**config.mk**
```make
export PLATFORM = sky130hd
export DESIGN_NAME = stsf_out_stage
export DESIGN_NICKNAME = d
export VERILOG_FILES = /design/src/rtl/subarray_target_sum_finder_top_defines.svh /design/src/rtl/stsf_pkg.sv /design/src/rtl/stsf_out_stage.sv
export SDC_FILE = /design/constraint.sdc
export NUM_CORES = 1
export LEC_CHECK = 0
export ABC_CLOCK_PERIOD_IN_PS = 800
export BUFFER_PORTS_ARGS = -buffer_cell sky130_fd_sc_hd__buf_4
export CAP_MARGIN = 5
export CORE_UTILIZATION = 35
export DETAILED_ROUTE_END_ITERATION = 10
export PLACE_DENSITY = 0.73
export SLEW_MARGIN = 25
export SYNTH_ARGS = -nofsm -noshare
export SYNTH_HDL_FRONTEND = slang
export SYNTH_SLANG_ARGS = --single-unit
```
**constraint.sdc**
```tcl
create_clock -name clk -period 0.8 [get_ports clk]
set_input_delay 0.08 -clock clk [delete_from_list [all_inputs] [get_ports clk]]
set_output_delay 0.08 -clock clk [all_outputs]
set_load 0.1 [all_outputs]
```
**src/rtl/subarray_target_sum_finder_top_defines.svh**
```systemverilog
// ----------------------------------------------------------------------------
// Subarray target sum finder assertion macros
// Shared property forms for the checks in the top level.
// ----------------------------------------------------------------------------
`ifndef SUBARRAY_TARGET_SUM_FINDER_TOP_DEFINES_SVH
`define SUBARRAY_TARGET_SUM_FINDER_TOP_DEFINES_SVH

// Same-cycle implication, sampled on clk and disabled during reset.
`define STSF_ASSERT_NOW(lbl, ante, cons, msg) \
    lbl: assert property (@(posedge clk) disable iff (!rst_n) (ante) |-> (cons)) \
        else $error(msg);

// Next-cycle implication, sampled on clk and disabled during reset.
`define STSF_ASSERT_NEXT(lbl, ante, cons, msg) \
    lbl: assert property (@(posedge clk) disable iff (!rst_n) (ante) |=> (cons)) \
        else $error(msg);

`endif

```
**src/rtl/stsf_pkg.sv**
```systemverilog
// ----------------------------------------------------------------------------
// Subarray target sum finder package
// Widths, store geometry and the structures passed between the modules.
// ----------------------------------------------------------------------------
package stsf_pkg;

    localparam int MAX_ELEMENTS = 1024;
    localparam int ELEMENT_BITS = 32;
    localparam int ELEM_W       = 32;
    localparam int SUM_W        = 42;
    localparam int POS_W        = 11;
    localparam int STORE_DEPTH  = MAX_ELEMENTS + 1;
    localparam int ADDR_W       = $clog2(STORE_DEPTH);
    localparam int OUT_TDATA_W  = ((2 * POS_W + 7) / 8) * 8;

    typedef struct packed {
        logic             found;
        logic [POS_W-1:0] start_position;
        logic [POS_W-1:0] end_position;
    } result_t;

    typedef struct packed {
        logic              rd_en;
        logic [ADDR_W-1:0] rd_addr;
        logic              wr_en;
        logic [ADDR_W-1:0] wr_addr;
        logic [SUM_W-1:0]  wr_data;
    } mem_req_t;

endpackage

```
**src/rtl/stsf_out_stage.sv**
```systemverilog
// ----------------------------------------------------------------------------
// Subarray target sum result stage
// Holds one result request until the downstream side takes it.
// ----------------------------------------------------------------------------
module stsf_out_stage (
    input  logic                    clk,
    input  logic                    rst_n,
    input  logic                    push,
    input  stsf_pkg::result_t       push_data,
    output logic                    space,
    output logic                    m_axis_tvalid,
    input  logic                    m_axis_tready,
    output logic [stsf_pkg::OUT_TDATA_W-1:0] m_axis_tdata,
    output logic                    m_axis_tuser
);

    import stsf_pkg::*;

    logic    valid_reg, valid_next;
    result_t data_reg;

    assign space = !valid_reg || m_axis_tready;

    always_comb
    begin
        valid_next = valid_reg;
        if (m_axis_tready)
        begin
            valid_next = 1'b0;
        end
        if (push)
        begin
            valid_next = 1'b1;
        end
    end

    always_ff @(posedge clk or negedge rst_n)
    begin
        if (!rst_n)
        begin
            valid_reg <= 1'b0;
        end
        else
        begin
            valid_reg <= valid_next;
        end
    end

    always_ff @(posedge clk)
    begin
        if (push)
        begin
            data_reg <= push_data;
        end
    end

    assign m_axis_tvalid = valid_reg;
    assign m_axis_tuser  = data_reg.found;
    assign m_axis_tdata  = {{(OUT_TDATA_W - 2 * POS_W){1'b0}},
                            data_reg.end_position, data_reg.start_position};

endmodule

```
==> impl_metrics.toml, run 1 <==
[clock_tree]
cts_buffer_depth = 2
clk_pin_slew_ns = 0.11
numCtsBuffers = 3
cts_root_buf = "clkbuf_4"
clock-sinks = 24
htree_num_levels = 1
tritoncts = "built"
clock_latency_ns = 0.29

[status]
status = "complete, but fails checks"
violations = "setup timing"

[setup_path]
cp_num_buf_inv = 1
worstPathRequired_ns = 0.72
cp_cell_sequence = "nand2b_4 > buf_12"
slowest_delay_ns = 0.51
r2r_slack_ns = -0.04
cpLargestDelayFamily = "flip-flops"
rr_startpoint = "m_axis_tvalid"
reg2reg_depth = 3
start_kind = "register"
crit_type = "register to output pin"
crit_path_max_fanout = 2
worst_r2r_endpoint = "m_axis_tvalid"
crit_arrival_ns = 1.06
worstSetupEndpointType = "output pin"
cpMaxStageDelayCell = "dfrtp_4"

[timing]
setup_viol = 26
period_minus_slack_ns = 1.138
timing.fmax_mhz = 879.1
finClkSkew_ns = 0
worst_hold_slack_ns = 0.09798
fin_setup_tns_ns = -4.864
worst_slack_ns = -0.3376
hold_violations = 0
drv_slew = 0
rsz0062_at_grt = "true"
period_share_pct = 142.2

[global_route]
grt_first_pass_wirelength_microns = 2773
grt_pass1_vias = 628
gr-total-overflow = 0
grt_start_max_net_pins = 25
grtUsageTotal_pct = 16.38
antenna_found_initial = 0

[synth]
synthTopCellsByCount = "edfxtp_1, buf_4"
synth_cell_type_count = 6
syn_area_sq_um = 757.0
synth_seq_cells = 24
async_reset_ff_share_pct = 4.167
synth_edf_count = 23
ys_warn_count = 0
synth.top_cell.area_share_pct = 91.24
synth_most_common_cell = "edfxtp_1"
synth_flop_cell = "edfxtp_1"
synth.largest_area_cell = "edfxtp_1"
avgSynthCellArea_sq_um = 26.10
synthCells = 29
ys_seq_area_share_pct = 94.55
synth_area_leaders = "edfxtp_1, dfrtp_1, buf_4, nand2b_4, nand2b_2"

[floorplanning]
io_pins = 54
core_area_sq_um = 2002
die_w_microns = 48.51
die_y_microns = 48.51
row_count = 16
die-area_sq_um = 2353
start_util_pct = 37.81

[drt]
first_iter_violations = 1
routed_wl_microns = 1757
drt_pass1_iterations = 2
ant_nets = 0
via_count = 571
route.detailed.drc = 0
wl_per_cell_microns = 13.01
viasPerCell = 4.230

[job]
drv_cap = 0

[cells_and_area]
utilization_pct = 77.75
multi_input_comb_area_sq_um = 35.03
drive_above_1_share_pct = 53.70
area.growth.synth_to_final_pct = 105.6
final_cells = 135
seq_area_sq_um = 719.4
fillCellCount = 123
layout.nets = 136
fin_area_sq_um = 1556
antennaDiodeCount = 0

[power_and_ir_drop]
power_density_nw_per_um2 = 2102
total_leakage_power_nw = 0.6625
p_total_mw = 3.272
vdd_drop_max_mv = 1.168

[placed_design]
place_inst = 107
gp_congestion = 0.6215
place_area_sq_um = 1179
dp_slack_ns = -0.09959
port_buffers = 51

[worst_hold_path]
worstHoldPathType = "primary input to async pin"
[layer usage]
layer / global-route usage [%] / routed length (microns) / up-vias
met5: 0 / 0 / -
met4: 6.863 / 10 / 0
met3: 3.459 / 103 / 2
met2: 34.27 / 1091 / 36
met1: 14.50 / 551 / 269
li1: - / - / 264
[worst max-delay path by stage]
stage,from,end,slack [ns],cells past startpoint
floorplan,m_axis_tvalid,m_axis_tvalid,-0.32,2
global placement,m_axis_tvalid,space,-0.09,2
detailed placement,m_axis_tvalid,space,-0.1,2
CTS,m_axis_tvalid,space,-0.35,2
global route,m_axis_tvalid,space,-0.38,2
finish,m_axis_tvalid,space,-0.34,2
[where the power goes]
part	leakage [nW]	switching, mW	total (mW)	internal [mW]
logic	0.412	0.872	1.24	0.367
registers	0.235	0.0517	1.54	1.49
clock network	0.0154	0.311	0.492	0.181
total	0.663	1.23	3.27	2.04
[cells in the final DEF, fill, tap and decap left out]
| cell type | instances |
|---|---|
| buf_6 | 21 |
| nand2b_4 | 2 |
| clkinv_1 | 1 |
| conb_1 | 2 |
| dlygate4sd3_1 | 24 |
| buf_8 | 1 |
| buf_12 | 2 |
| edfxtp_1 | 23 |
| clkbuf_4 | 3 |
| dfrtp_4 | 1 |
| buf_4 | 28 |
[worst register-to-register path: stages, from the launching register on]
cell and delay (ns):
dfrtp_4 0.51, nand2b_4 0.09, buf_4 0.12, nand2b_4 0.04
[state kept, by name (all words and copies together), names as in the netlist]
signal         flops
m_axis_tvalid      1
m_axis_tdata      22
m_axis_tuser       1
[cells by family after synthesis]
group | share of synthesized area, %
buffers and inverters | 1.983
flip-flops | 94.54
other | 0.4954
AND/OR/NAND/NOR | 2.975
[timing repair]
action / CTS / global route
hold buffers: 24 / 0
pin swaps: 0 / 0
gates resized for setup: 26 / 3
buffers inserted: 1 / 1
setup endpoints to repair: 26 / 26
hold endpoints to repair: 24 / 0
[final cells by class]
cell class / count / share of cell area, %
clock inverters: 1 / 0.2412
flip-flops and latches: 24 / 46.22
clock buffers: 3 / 1.447
repair buffers: 76 / 47.67
well taps: 27 / 2.170
multi-input cells: 4 / 2.251
Note: power is estimated with default switching activity, not from simulation.
==> run 2: changes to the inputs <==
--- a/config.mk
+++ b/config.mk
@@ -10,7 +10,7 @@
 export CAP_MARGIN = 5
 export CORE_UTILIZATION = 35
 export DETAILED_ROUTE_END_ITERATION = 10
-export PLACE_DENSITY = 0.73
+export PLACE_DENSITY_LB_ADDON = 0.25
 export SLEW_MARGIN = 25
 export SYNTH_ARGS = -nofsm -noshare
 export SYNTH_HDL_FRONTEND = slang
==> run 2 against run 1 <==
Against the previous run: the run still ends with setup timing left; non-clock buffer count unchanged; sequential cell count unchanged; fmax up 0.65%; clock power up 1%; hold slack better by 0.017 ns; utilization down 0.62 points; die area unchanged; critical path type unchanged; highest routed layer unchanged.
==> impl_metrics.toml, run 2 (synthesis gave the netlist of run 1 again) <==
[cells_and_area]
fin_area_sq_um = 1544
largest_reg_flops = 22
fillCellCount = 121
drive_above_1_share_pct = 53.70
antennaDiodeCount = 0
utilization_pct = 77.13
final_cell_mix = "buf_4, dlygate4sd3_1, edfxtp_1, buf_6, clkbuf_4"
multi_input_comb_area_sq_um = 35.03
layout.nets = 136
final_common_cell = "buf_4"
area.growth.synth_to_final_pct = 104.0
seq_area_sq_um = 719.4

[drt]
first_iter_violations = 6
viasPerCell = 4.148
routed_wl_microns = 1565
route.detailed.drc = 0
ant_nets = 0
via_count = 560
drt_pass1_iterations = 2
wl_per_cell_microns = 11.59

[floorplanning]
die_y_microns = 48.51
start_util_pct = 37.81
row_count = 16
core_area_sq_um = 2002
die-area_sq_um = 2353
io_pins = 54
die_w_microns = 48.51

[global_route]
gr-total-overflow = 0
grt_start_max_net_pins = 25
antenna_found_initial = 0
grtUsageTotal_pct = 14.30
grt_first_pass_wirelength_microns = 2470
grt_pass1_vias = 563

[setup_path]
crit_arrival_ns = 1.05
reg2reg_depth = 3
crit_type = "register to output pin"
start_kind = "register"
startpoint = "m_axis_tvalid"
rr_startpoint = "m_axis_tvalid"
worst_r2r_endpoint = "m_axis_tvalid"
r2r_slack_ns = -0.05
worstSetupEndpoint = "space"
crit_path_max_fanout = 2
worstSetupEndpointType = "output pin"
worstPathRequired_ns = 0.72

[timing]
period_share_pct = 141.3
drv_slew = 0
hold_violations = 0
timing.fmax_mhz = 884.8
worst_slack_ns = -0.3302
rsz0062_at_grt = "true"
worst_hold_slack_ns = 0.1151
setup_viol = 26
period_minus_slack_ns = 1.130
finClkSkew_ns = 0
fin_setup_tns_ns = -4.645

[status]
status = "complete, but fails checks"
violations = "setup timing"

[power_and_ir_drop]
vdd_drop_max_mv = 1.213
clkPwrFrac_pct = 15.3
pwr-share-seq_pct = 47.1
p_comb_share_pct = 37.5
switchingPower_mw = 1.218
internal_power_mw = 2.039
sw_frac_of_total_pct = 37.38
total_leakage_power_nw = 0.6574
power_density_nw_per_um2 = 2109

[job]
drv_cap = 0

[clock_tree]
cts_buffer_depth = 2
tritoncts = "built"
clock_latency_ns = 0.29
htree_num_levels = 1
clock-sinks = 24
cts_root_buf = "clkbuf_4"
clk_pin_slew_ns = 0.11
numCtsBuffers = 3

[placed_design]
port_buffers = 51
dp_slack_ns = -0.1062
place_area_sq_um = 1179
gp_congestion = 0.6849

[worst_hold_path]
worstHoldPathType = "primary input to async pin"
run 2: cell types whose count changed in the layout (fill, tap and decap cells not counted):
cell      change
buf_12        -1
clkbuf_1      +1
buf_6         +2
clkinv_1      -1
buf_8         -1
run 2: worst min-delay path by stage:
stage	start	end	slack, ns	depth (start not counted)
after global routing	rst_n	m_axis_tvalid	0.08	2
after CTS	rst_n	m_axis_tvalid	0.07	2
after detailed placement	rst_n	m_axis_tvalid	-0.14	1
after floorplan	rst_n	m_axis_tvalid	-0.22	0
final	rst_n	m_axis_tvalid	0.12	2
after global placement	rst_n	m_axis_tvalid	-0.14	1
run 2: power by group through the flow:
| stage | Sequential, mW | Clock [mW] | Combinational (mW) |
|---|---|---|---|
| floorplan | 2.25 | 0 | 0.0877 |
| global placement | 1.54 | 0 | 1.06 |
| detailed placement | 1.55 | 0 | 1.06 |
| CTS | 1.54 | 0.531 | 1.22 |
| global route | 1.54 | 0.592 | 1.25 |
| finish | 1.53 | 0.499 | 1.22 |
run 2: final cells by class:
class	count	share of cell area, %
well taps	27	2.188
clock buffers	4	1.702
flip-flops and latches	24	46.60
multi-input cells	4	2.269
repair buffers	76	47.24
run 2: stage by stage:
step	total power, mW	std cells
6_report	3.257	135
5_1_grt	3.385	135
4_1_cts	3.290	135
3_5_place_dp	2.607	107
3_3_place_gp	2.598	107
2_1_floorplan	2.341	30
run 2: critical path: stages (launching register included):
cell and delay, ns:
dfrtp_4 0.51, nand2b_4 0.09, buf_12 0.17
run 2: layer usage:
| layer | GRT usage (%) | part of all wire [%] |
|---|---|---|
| met5 | 0 | 0 |
| met1 | 13.77 | 33 |
| met4 | 5.882 | 2.9 |
| met2 | 28.17 | 58 |
| met3 | 3.774 | 6.1 |
run 2: timing repair:
item / in CTS / in global routing
gates resized for setup: 26 / 0
cloned: 0 / 0
pin swaps: 0 / 0
setup buffers: 1 / 0
setup endpoints to repair: 26 / 26
hold buffers: 24 / 0
endpoints found under the hold margin: 24 / 0
