## config.mk

```make
export PLATFORM = sky130hd
export DESIGN_NAME = stsf_ram
export DESIGN_NICKNAME = d
export VERILOG_FILES = /design/src/rtl/subarray_target_sum_finder_top_defines.svh /design/src/rtl/stsf_ram.sv
export SDC_FILE = /design/constraint.sdc
export NUM_CORES = 1
export LEC_CHECK = 0
export BUFFER_PORTS_ARGS = -buffer_cell sky130_fd_sc_hd__clkbuf_2
export CAP_MARGIN = 10
export CORE_MARGIN = 8
export CORE_UTILIZATION = 50
export CTS_CLUSTER_DIAMETER = 150
export CTS_CLUSTER_SIZE = 12
export DETAILED_ROUTE_END_ITERATION = 6
export GPL_TIMING_DRIVEN = 0
export MAX_ROUTING_LAYER = met4
export PLACE_DENSITY_LB_ADDON = 0.3
export SLEW_MARGIN = 25
export SYNTH_ARGS = -nofsm -noshare
export SYNTH_HDL_FRONTEND = slang
export SYNTH_SLANG_ARGS = --single-unit
```

## constraint.sdc

```tcl
create_clock -name clk -period 2.6 [get_ports clk]
set_clock_uncertainty 0.1 [all_clocks]
set_input_delay 0.39 -clock clk [delete_from_list [all_inputs] [get_ports clk]]
set_output_delay 0.39 -clock clk [all_outputs]
set_load 0.1 [all_outputs]
```

## src/rtl/subarray_target_sum_finder_top_defines.svh

```systemverilog
// ----------------------------------------------------------------------------
// Subarray target sum finder assertion macros
// Shared property forms for the checks in the top level.
// ----------------------------------------------------------------------------
`ifndef SUBARRAY_TARGET_SUM_FINDER_TOP_DEFINES_SVH
`define SUBARRAY_TARGET_SUM_FINDER_TOP_DEFINES_SVH

// Same-cycle implication, sampled on clk and disabled during reset.
`define STSF_ASSERT_NOW(lbl, ante, cons, msg) \
    lbl: assert property (@(posedge clk) disable iff (!rst_n) (ante) |-> (cons)) \
        else $error(msg);

// Next-cycle implication, sampled on clk and disabled during reset.
`define STSF_ASSERT_NEXT(lbl, ante, cons, msg) \
    lbl: assert property (@(posedge clk) disable iff (!rst_n) (ante) |=> (cons)) \
        else $error(msg);

`endif

```

## src/rtl/stsf_ram.sv

```systemverilog
// ----------------------------------------------------------------------------
// Generic simple dual-port RAM
// One write port and one read port with a registered read.
// ----------------------------------------------------------------------------
module stsf_ram #(
    parameter int WIDTH = 8,
    parameter int DEPTH = 16
) (
    input  logic                     clk,
    input  logic                     wr_en,
    input  logic [$clog2(DEPTH)-1:0] wr_addr,
    input  logic [WIDTH-1:0]         wr_data,
    input  logic                     rd_en,
    input  logic [$clog2(DEPTH)-1:0] rd_addr,
    output logic [WIDTH-1:0]         rd_data
);

    logic [WIDTH-1:0] mem [DEPTH];
    logic [WIDTH-1:0] rd_data_reg;

    always_ff @(posedge clk)
    begin
        if (wr_en)
        begin
            mem[wr_addr] <= wr_data;
        end
        if (rd_en)
        begin
            rd_data_reg <= mem[rd_addr];
        end
    end

    assign rd_data = rd_data_reg;

endmodule

```

==> results of run 1 <==
-- through the flow --
step	setup WS, ns	total power [mW]	instances
after floorplan	0.6171	2.728	229
after global placement	0.1048	2.823	390
after detailed placement	0.3787	2.835	390
after CTS	0.7962	5.070	422
after global routing	0.7763	5.175	422
final	0.8206	5.040	422
-- cells in the mapped netlist --
master / count
or3b_2: 1
nor3_1: 4
nor2_1: 13
nand2_1: 9
nand3_1: 1
nor2b_1: 1
mux4_1: 14
buf_2: 3
edfxtp_1: 136
mux4_2: 18
buf_4: 1
nand2b_1: 2
clkdlybuf4s25_2: 3
buf_6: 3
nand3b_1: 2
and2_1: 1
a22oi_1: 16
and2b_1: 1
-- power groups by stage --
| stage | registers (mW) | logic [mW] | clock network [mW] |
|---|---|---|---|
| 6_report | 2.48 | 0.304 | 2.25 |
| 5_1_grt | 2.49 | 0.324 | 2.37 |
| 4_1_cts | 2.48 | 0.308 | 2.28 |
| 3_5_place_dp | 2.53 | 0.308 | 0 |
| 3_3_place_gp | 2.52 | 0.299 | 0 |
| 2_1_floorplan | 2.60 | 0.125 | 0 |
-- kinds of logic (layout without fill, tap and decap cells) --
kind of cell	count (synthesis)	count (layout)
flops	136	136
mux	32	32
buf+inv	10	67
simple gates	35	35
compound gates	16	16
-- area by class of cell --
| cell class | count | area (sq um) | share of cell area, % |
|---|---|---|---|
| flip-flops and latches | 136 | 4084 | 66.93 |
| multi-input cells | 83 | 1077 | 17.65 |
| clock buffers | 21 | 429.2 | 7.033 |
| well taps | 136 | 170.2 | 2.789 |
| clock inverters | 11 | 130.1 | 2.132 |
| repair buffers | 25 | 125.1 | 2.050 |
| plain buffers | 10 | 86.33 | 1.415 |
-- metal layers --
metal  vias to the layer above  wire length, um
li1                       1070                -
met1                      1232             4272
met2                        92             4625
met3                         9              630
met4                         0              101
met5                         -                0
-- final timing paths --
path               from         end  depth (start not counted)
max          rd_data[5]  rd_data[5]                          1
min               rd_en  rd_data[2]                          1
max reg2reg   mem[7][7]  rd_data[7]                          3
min reg2reg  mem[11][5]  rd_data[5]                          3
==> impl_metrics.py, run 1 <==
metrics = {
    "placement": {
        "gp_congestion": 0.7314,
        "io_buffers": 25,
        "hpwlAfterDp_um": 6091,
        "placed_cell_area_sq_mm": 0.005543,
    },
    "detailed_routing": {
        "routed_wl_um": 9630,
        "avgRoutedWirePerCell_um": 22.82,
        "first_pass_iters": 5,
        "drc": 0,
        "final_antenna_net_count": 0,
        "vias_per_cell": 5.694,
        "vias": 2403,
        "first_iter_violations": 237,
    },
    "synth": {
        "synthSimpleGateAreaFrac_pct": 3.135,
        "yosysWarnings": 0,
        "syn_avg_cell_area_sq_um": 22.83,
        "synth_top_area_share_pct": 78.12,
        "synth_area_leaders": "edfxtp_1, mux4_2, mux4_1",
        "synth_cells": 229,
        "synth_cell_types": 18,
        "synth_top_family_by_area": "multiplexers",
        "yosys.area.top_type": "edfxtp_1",
        "synth_compound_area_share_pct": 2.298,
        "yosysSeqAreaShare_pct": 78.12,
        "synth_mux_area_share_pct": 14.79,
        "synth_xor_area_share_pct": 0,
        "synthAdderAreaFrac_pct": 0,
        "syn_area_sq_mm": 0.005228,
        "syn_nets": 248,
        "synth_seq_cells": 136,
    },
    "power_and_ir_drop": {
        "power.internal_mw": 4.009,
        "p_per_area_mw_per_mm2": 826.0,
        "peakVddDrop_v": 0.0003821,
        "sequentialPowerShare_pct": 49.3,
        "switching_share_pct": 20.45,
        "leakage_nw": 2.038,
        "pwr-share-clk_pct": 44.7,
        "switchingPower_mw": 1.031,
        "combPwrFrac_pct": 6.0,
    },
    "setup_path": {
        "required_ns": 2.11,
        "crit_fanout": 1,
        "crit_buf_inv": 1,
        "max_stage_delay_ns": 0.45,
        "criticalPathCategory": "register to output pin",
        "crit_family": "buffers and inverters",
        "cp-end-kind": "output pin",
        "cp_slowest_cell": "clkbuf_2",
        "path_cells": "clkbuf_2",
        "critPathLaunchType": "register",
        "cp_data_arrival_time_ns": 1.29,
        "reg2reg_slack_ns": 0.97,
    },
    "cts": {
        "cts_buffers": 17,
        "cts_root_buffer": "clkbuf_8",
        "cts_tree": "done",
        "cts.repair.resized": 0,
        "cts.sinks": 136,
        "cts_post_setup_buffers_inserted": 0,
        "ctsLongestPathBuffers": 2,
        "worstSkewPairLatency_ns": 0.51,
        "ctsHoldBuffers": 0,
        "htree_levels": 4,
        "clk_pin_slew_ns": 0.06,
    },
    "timing": {
        "finalSetupTns_ns": 0,
        "relSlewSlack_pct": 44.35,
        "tightest_slew_ns": 0.8317,
        "fmax_ghz": 0.5620,
        "whs_ns": 0.1498,
        "finalHoldViolCount": 0,
        "rsz0062_at_grt": "false",
        "setup_viol": 0,
        "slew_violations": 0,
        "period_share_pct": 68.44,
        "fin_crit_ns": 1.779,
    },
    "floorplanning": {
        "ios": 27,
        "initial_utilization_pct": 51.09,
        "row_count": 37,
        "core_area_sq_mm": 0.01023,
        "die_h_um": 118.3,
        "die_area_sq_mm": 0.01398,
        "fp.dieW_um": 118.3,
    },
    "global_routing": {
        "grt_pass1_wl_um": 14470,
        "grt_use_total_pct": 14.86,
        "antenna_found_initial": 0,
        "met1_usage_pct": 19.29,
        "grt_pass1_vias": 2431,
        "grt_max_degree": 17,
        "use_met2_pct": 21.88,
        "gr-usage-met3_pct": 3.903,
        "top_usage_layer": "met2",
        "gr-total-overflow": 0,
    },
    "final_layout": {
        "final_nets": 292,
        "final_cell_mix": "edfxtp_1, clkbuf_2, mux4_2, a22oi_1, clkbuf_16",
        "synthToLayoutAreaGrowth_pct": 16.73,
        "n_antenna_cell": 0,
        "largest_reg_flops": 128,
        "layout-drive-gt1-share_pct": 29.37,
        "fin_area_sq_mm": 0.006102,
        "final_common_cell": "edfxtp_1",
        "fillers": 696,
        "fin_util_pct": 59.64,
    },
    "min_path": {
        "min_path_type": "primary input to register",
    },
    "status": {
        "status": "complete, no violations",
    },
    "run": {
        "maxCapViolCount": 0,
    },
}
No activity file was read; power rests on OpenSTA's default activity.
==> run 2, diff against run 1 <==
==> constraint.sdc (replaced) <==
create_clock -name clk -period 1.7 [get_ports clk]
set_clock_uncertainty 0.1 [all_clocks]
set_input_delay 0.255 -clock clk [delete_from_list [all_inputs] [get_ports clk]]
set_output_delay 0.255 -clock clk [all_outputs]
set_load 0.1 [all_outputs]
==> impl_metrics.py, run 2 (synthesized netlist as in run 1, its figures left out) <==
metrics = {
    "status": {
        "status": "complete, no violations",
    },
    "power_and_ir_drop": {
        "pwr-share-clk_pct": 47.1,
        "power.internal_mw": 6.429,
        "leakage_nw": 2.063,
        "switchingPower_mw": 1.637,
        "combPwrFrac_pct": 5.8,
        "sequentialPowerShare_pct": 47.1,
        "p_per_area_mw_per_mm2": 1306,
        "peakVddDrop_v": 0.0007131,
        "switching_share_pct": 20.29,
    },
    "detailed_routing": {
        "drc": 0,
        "first_pass_iters": 4,
        "final_antenna_net_count": 0,
        "avgRoutedWirePerCell_um": 22.76,
        "vias": 2386,
        "routed_wl_um": 9629,
        "first_iter_violations": 192,
        "vias_per_cell": 5.641,
    },
    "cts": {
        "cts.sinks": 136,
        "ctsLongestPathBuffers": 2,
        "worstSkewPairLatency_ns": 0.53,
        "htree_levels": 4,
        "cts_tree": "done",
        "cts_buffers": 17,
        "cts_root_buffer": "clkbuf_8",
        "clk_pin_slew_ns": 0.06,
    },
    "final_layout": {
        "seq_area_sq_mm": 0.004084,
        "fin_area_sq_mm": 0.006175,
        "fillers": 693,
        "final_cell_mix": "edfxtp_1, clkbuf_2, mux4_2, a22oi_1, clkbuf_16",
        "n_antenna_cell": 0,
        "multi_input_area_sq_mm": 0.001077,
        "largest_reg_flops": 128,
        "final_nets": 293,
        "fin_cells": 423,
        "synthToLayoutAreaGrowth_pct": 18.12,
        "layout-drive-gt1-share_pct": 30.31,
        "final_common_cell": "edfxtp_1",
    },
    "floorplanning": {
        "die_h_um": 118.3,
        "fp.dieW_um": 118.3,
        "core_area_sq_mm": 0.01023,
        "die_area_sq_mm": 0.01398,
        "row_count": 37,
        "ios": 27,
        "initial_utilization_pct": 51.09,
    },
    "setup_path": {
        "cp_data_arrival_time_ns": 1.30,
        "cp-end-kind": "output pin",
        "max_stage_delay_ns": 0.45,
        "r2r-start": "mem[0][0]",
        "path_cells": "clkbuf_2",
        "critPathLaunchType": "register",
        "required_ns": 1.34,
        "criticalPathCategory": "register to output pin",
        "crit_start": "rd_data[0]",
        "cp_slowest_cell": "clkbuf_2",
        "crit_fanout": 1,
        "crit_buf_inv": 1,
        "crit_family": "buffers and inverters",
    },
    "min_path": {
        "worstHoldStart": "wr_data[5]",
        "min_path_type": "primary input to register",
    },
    "timing": {
        "fin_crit_ns": 1.660,
        "rsz0062_at_grt": "false",
        "fin_ws_ns": 0.04043,
        "setup_viol": 0,
        "relSlewSlack_pct": 43.95,
        "period_share_pct": 97.62,
        "slew_violations": 0,
        "tightest_slew_ns": 0.8376,
        "fmax_ghz": 0.6026,
        "finalHoldViolCount": 0,
    },
    "global_routing": {
        "grt_max_degree": 17,
        "gr-total-overflow": 0,
        "grt_pass1_wl_um": 14670,
        "antenna_found_initial": 0,
        "grt_use_total_pct": 15.15,
        "grt_pass1_vias": 2478,
    },
    "placement": {
        "place_inst": 390,
        "io_buffers": 25,
        "pre_cts_ws_ns": -0.3540,
        "placed_cell_area_sq_mm": 0.005543,
        "gp_congestion": 0.7082,
        "hpwlAfterDp_um": 6059,
    },
    "run": {
        "maxCapViolCount": 0,
    },
}
run 2: cell types whose count changed in the layout (fill, tap and decap cells not counted):
| cell | change |
|---|---|
| bufinv_16 | +2 |
| clkinvlp_4 | +2 |
| dlygate4sd3_1 | +1 |
| clkbuf_2 | -2 |
| clkinv_1 | +1 |
| clkinv_4 | +1 |
| buf_2 | +2 |
| clkinv_2 | -2 |
| clkbuf_1 | -4 |
run 2: metal layers:
| metal | global-route usage, % | up-vias | routed length [um] |
|---|---|---|---|
| li1 | - | 1075 | - |
| met1 | 18.87 | 1211 | 4128 |
| met2 | 22.13 | 91 | 4645 |
| met3 | 5.616 | 9 | 736 |
| met4 | 6.005 | 0 | 118 |
| met5 | - | - | 0 |
run 2: what timing repair did:
action | 4_1_cts | 5_1_grt
endpoints found under the hold margin | 8 | 0
resized for setup | 0 | 2
endpoints found under the setup margin | 0 | 2
setup buffers | 0 | 0
hold buffers | 1 | 0
run 2: stage by stage:
stage / hold WS, ns / setup TNS [ns] / total power, mW / util, %
floorplan: 0.2539 / 0 / 4.173 / -
global placement: 0.5044 / -21.19 / 4.321 / 54.03
detailed placement: 0.5054 / -16.45 / 4.335 / 54.18
CTS: 0.05508 / 0 / 8.115 / 60.35
global route: 0.08071 / 0 / 8.290 / 60.35
finish: 0.07596 / 0 / 8.066 / 60.35
run 2: layout make-up:
type | instances | area share [%]
Multi-Input combinational cell | 83 | 17.45
Timing Repair Buffer | 26 | 2.188
Clock inverter | 15 | 3.364
Clock buffer | 17 | 6.707
Sequential cell | 136 | 66.14
Buffer | 10 | 1.398
Tap cell | 136 | 2.756
run 2: worst paths after layout:
| path | to | cells past startpoint | slack, ns |
|---|---|---|---|
| setup / recovery | rd_data[0] | 1 | 0.04 |
| hold reg to reg | rd_data[4] | 3 | 0.66 |
| setup reg to reg | rd_data[0] | 3 | 0.05 |
| hold / removal | mem[10][5] | 1 | 0.08 |
run 2: power groups by stage:
stage                     registers [mW]  logic [mW]  clock network [mW]
after CTS                           3.80       0.473                3.84
final                               3.80       0.468                3.80
after detailed placement            3.87       0.469                   0
after floorplan                     3.98       0.191                   0
after global placement              3.86       0.461                   0
after global routing                3.80       0.499                3.99
==> run 3, diff against run 2 <==
--- a/config.mk
+++ b/config.mk
@@ -9,7 +9,7 @@
 export CAP_MARGIN = 10
 export CORE_MARGIN = 8
 export CORE_UTILIZATION = 50
-export CTS_CLUSTER_DIAMETER = 150
+export CTS_CLUSTER_DIAMETER = 50
 export CTS_CLUSTER_SIZE = 12
 export DETAILED_ROUTE_END_ITERATION = 6
 export GPL_TIMING_DRIVEN = 0
==> constraint.sdc (replaced) <==
create_clock -name clk -period 1.55 [get_ports clk]
set_clock_uncertainty 0.1 [all_clocks]
set_input_delay 0.2325 -clock clk [delete_from_list [all_inputs] [get_ports clk]]
set_output_delay 0.2325 -clock clk [all_outputs]
set_load 0.1 [all_outputs]
==> impl_metrics.py, run 3 (synthesized netlist as in run 1, its figures left out) <==
metrics = {
    "status": {
        "status": "complete, no violations",
    },
    "timing": {
        "finalHoldViolCount": 0,
        "fmax_ghz": 0.6476,
        "slew_violations": 0,
        "tightest_slew_ns": 0.8105,
        "setup_viol": 0,
        "whs_ns": 0.06838,
        "rsz0062_at_grt": "true",
        "relSlewSlack_pct": 45.77,
        "period_share_pct": 99.62,
        "fin_crit_ns": 1.544,
    },
    "placement": {
        "io_buffers": 25,
        "hpwlAfterDp_um": 6141,
        "gp_congestion": 0.7393,
        "place_inst": 390,
    },
    "power_and_ir_drop": {
        "p_total_mw": 8.729,
        "peakVddDrop_v": 0.0007505,
        "p_per_area_mw_per_mm2": 1406,
        "leakage_nw": 2.029,
    },
    "setup_path": {
        "cp_data_arrival_time_ns": 1.72,
        "required_ns": 1.72,
        "crit_fanout": 1,
        "cp-end-kind": "register",
        "criticalPathCategory": "register to register",
        "critPathLaunchType": "register",
    },
    "final_layout": {
        "synthToLayoutAreaGrowth_pct": 18.72,
        "final_common_cell": "edfxtp_1",
        "fin_cells": 423,
        "largest_reg_flops": 128,
        "layout-drive-gt1-share_pct": 37.28,
        "final_cell_mix": "edfxtp_1, mux4_2, clkbuf_2, clkbuf_16, nor2_1",
        "final_nets": 293,
        "n_antenna_cell": 0,
        "fillers": 697,
        "fin_util_pct": 60.66,
    },
    "cts": {
        "cts.sinks": 136,
        "clk_pin_slew_ns": 0.06,
        "cts_tree": "done",
        "cts_root_buffer": "clkbuf_8",
        "htree_levels": 4,
        "cts_buffers": 17,
        "worstSkewPairLatency_ns": 0.52,
        "cts_post_setup_buffers_inserted": 0,
        "ctsLongestPathBuffers": 2,
    },
    "floorplanning": {
        "die_area_sq_mm": 0.01398,
        "core_area_sq_mm": 0.01023,
        "fp.dieW_um": 118.3,
        "initial_utilization_pct": 51.09,
        "die_h_um": 118.3,
        "ios": 27,
        "row_count": 37,
    },
    "run": {
        "maxCapViolCount": 0,
    },
    "global_routing": {
        "antenna_found_initial": 0,
        "grt_use_total_pct": 15.44,
        "grt_max_degree": 17,
        "grt_pass1_vias": 2558,
        "grt_pass1_wl_um": 15060,
        "gr-total-overflow": 0,
    },
    "detailed_routing": {
        "routed_wl_um": 9790,
        "vias": 2389,
        "final_antenna_net_count": 0,
        "avgRoutedWirePerCell_um": 23.14,
        "drc": 0,
        "first_pass_iters": 4,
        "first_iter_violations": 140,
        "vias_per_cell": 5.648,
    },
    "min_path": {
        "min_path_type": "primary input to register",
    },
}
[run 3: cell count changes in the layout (fill, tap and decap cells not counted), moves of 2 or more]
cell and delta:
a22oi_1 -8, mux4_1 -12, mux4_2 +12, a22oi_2 +8
clkbuf_4 +6, buf_2 -2, clkbuf_2 -6, buf_12 +3
buf_6 -3
[run 3: critical path, cell delays in order (launching register included)]
cell and delay, ns:
edfxtp_1 0.38, mux4_2 0.49, a22oi_2 0.26, nand2_1 0.08
[run 3: worst paths after layout]
| check | start | to | slack (ns) | cells past startpoint |
|---|---|---|---|---|
| worst max-delay path | mem[2][0] | rd_data[0] | 0.006 | 3 |
| worst min-delay path | wr_data[6] | mem[15][6] | 0.07 | 1 |
| worst max register to register | mem[2][0] | rd_data[0] | 0.006 | 3 |
| worst min register to register | mem[14][0] | rd_data[0] | 0.66 | 3 |
[run 3: cell type report]
type | count | area [sq um] | share of cell area, %
clock buffers | 17 | 414.1 | 6.673
flip-flops and latches | 136 | 4084 | 65.81
repair buffers | 26 | 161.4 | 2.601
clock inverters | 15 | 183.9 | 2.964
well taps | 136 | 170.2 | 2.742
multi-input cells | 83 | 1072 | 17.28
plain buffers | 10 | 120.1 | 1.935
[run 3: repair_timing]
action                                  in CTS  in global routing
pin swaps                                    0                  2
hold endpoints to repair                     8                  0
resized for setup                           16                  5
endpoints found under the setup margin      13                  4
hold buffers                                 1                  0
[run 3: routing by layer]
layer  vias to the layer above  wire length, um  global-route usage [%]
li1                       1066                -                       -
met1                      1222             4124                   19.67
met2                        90             4798                   21.53
met3                        11              653                   4.331
met4                         0              214                   9.688
met5                         -                0                       -
[run 3: stage by stage]
stage	setup TNS [ns]	worst slack [ns]	area, sq um
after detailed placement	-31.52	-0.4808	5543
final	0	0.005833	6206
after global routing	-0.06050	-0.03072	6206
after floorplan	-1.470	-0.04865	5233
after global placement	-38.15	-0.6151	5528
after CTS	0	0.009799	6195
[run 3: power by group]
part	switching (mW)	internal (mW)	total, mW
Combinational	0.366	0.192	0.558
Sequential	0.0198	4.15	4.17
Clock	1.42	2.58	4.00
Total	1.81	6.92	8.73
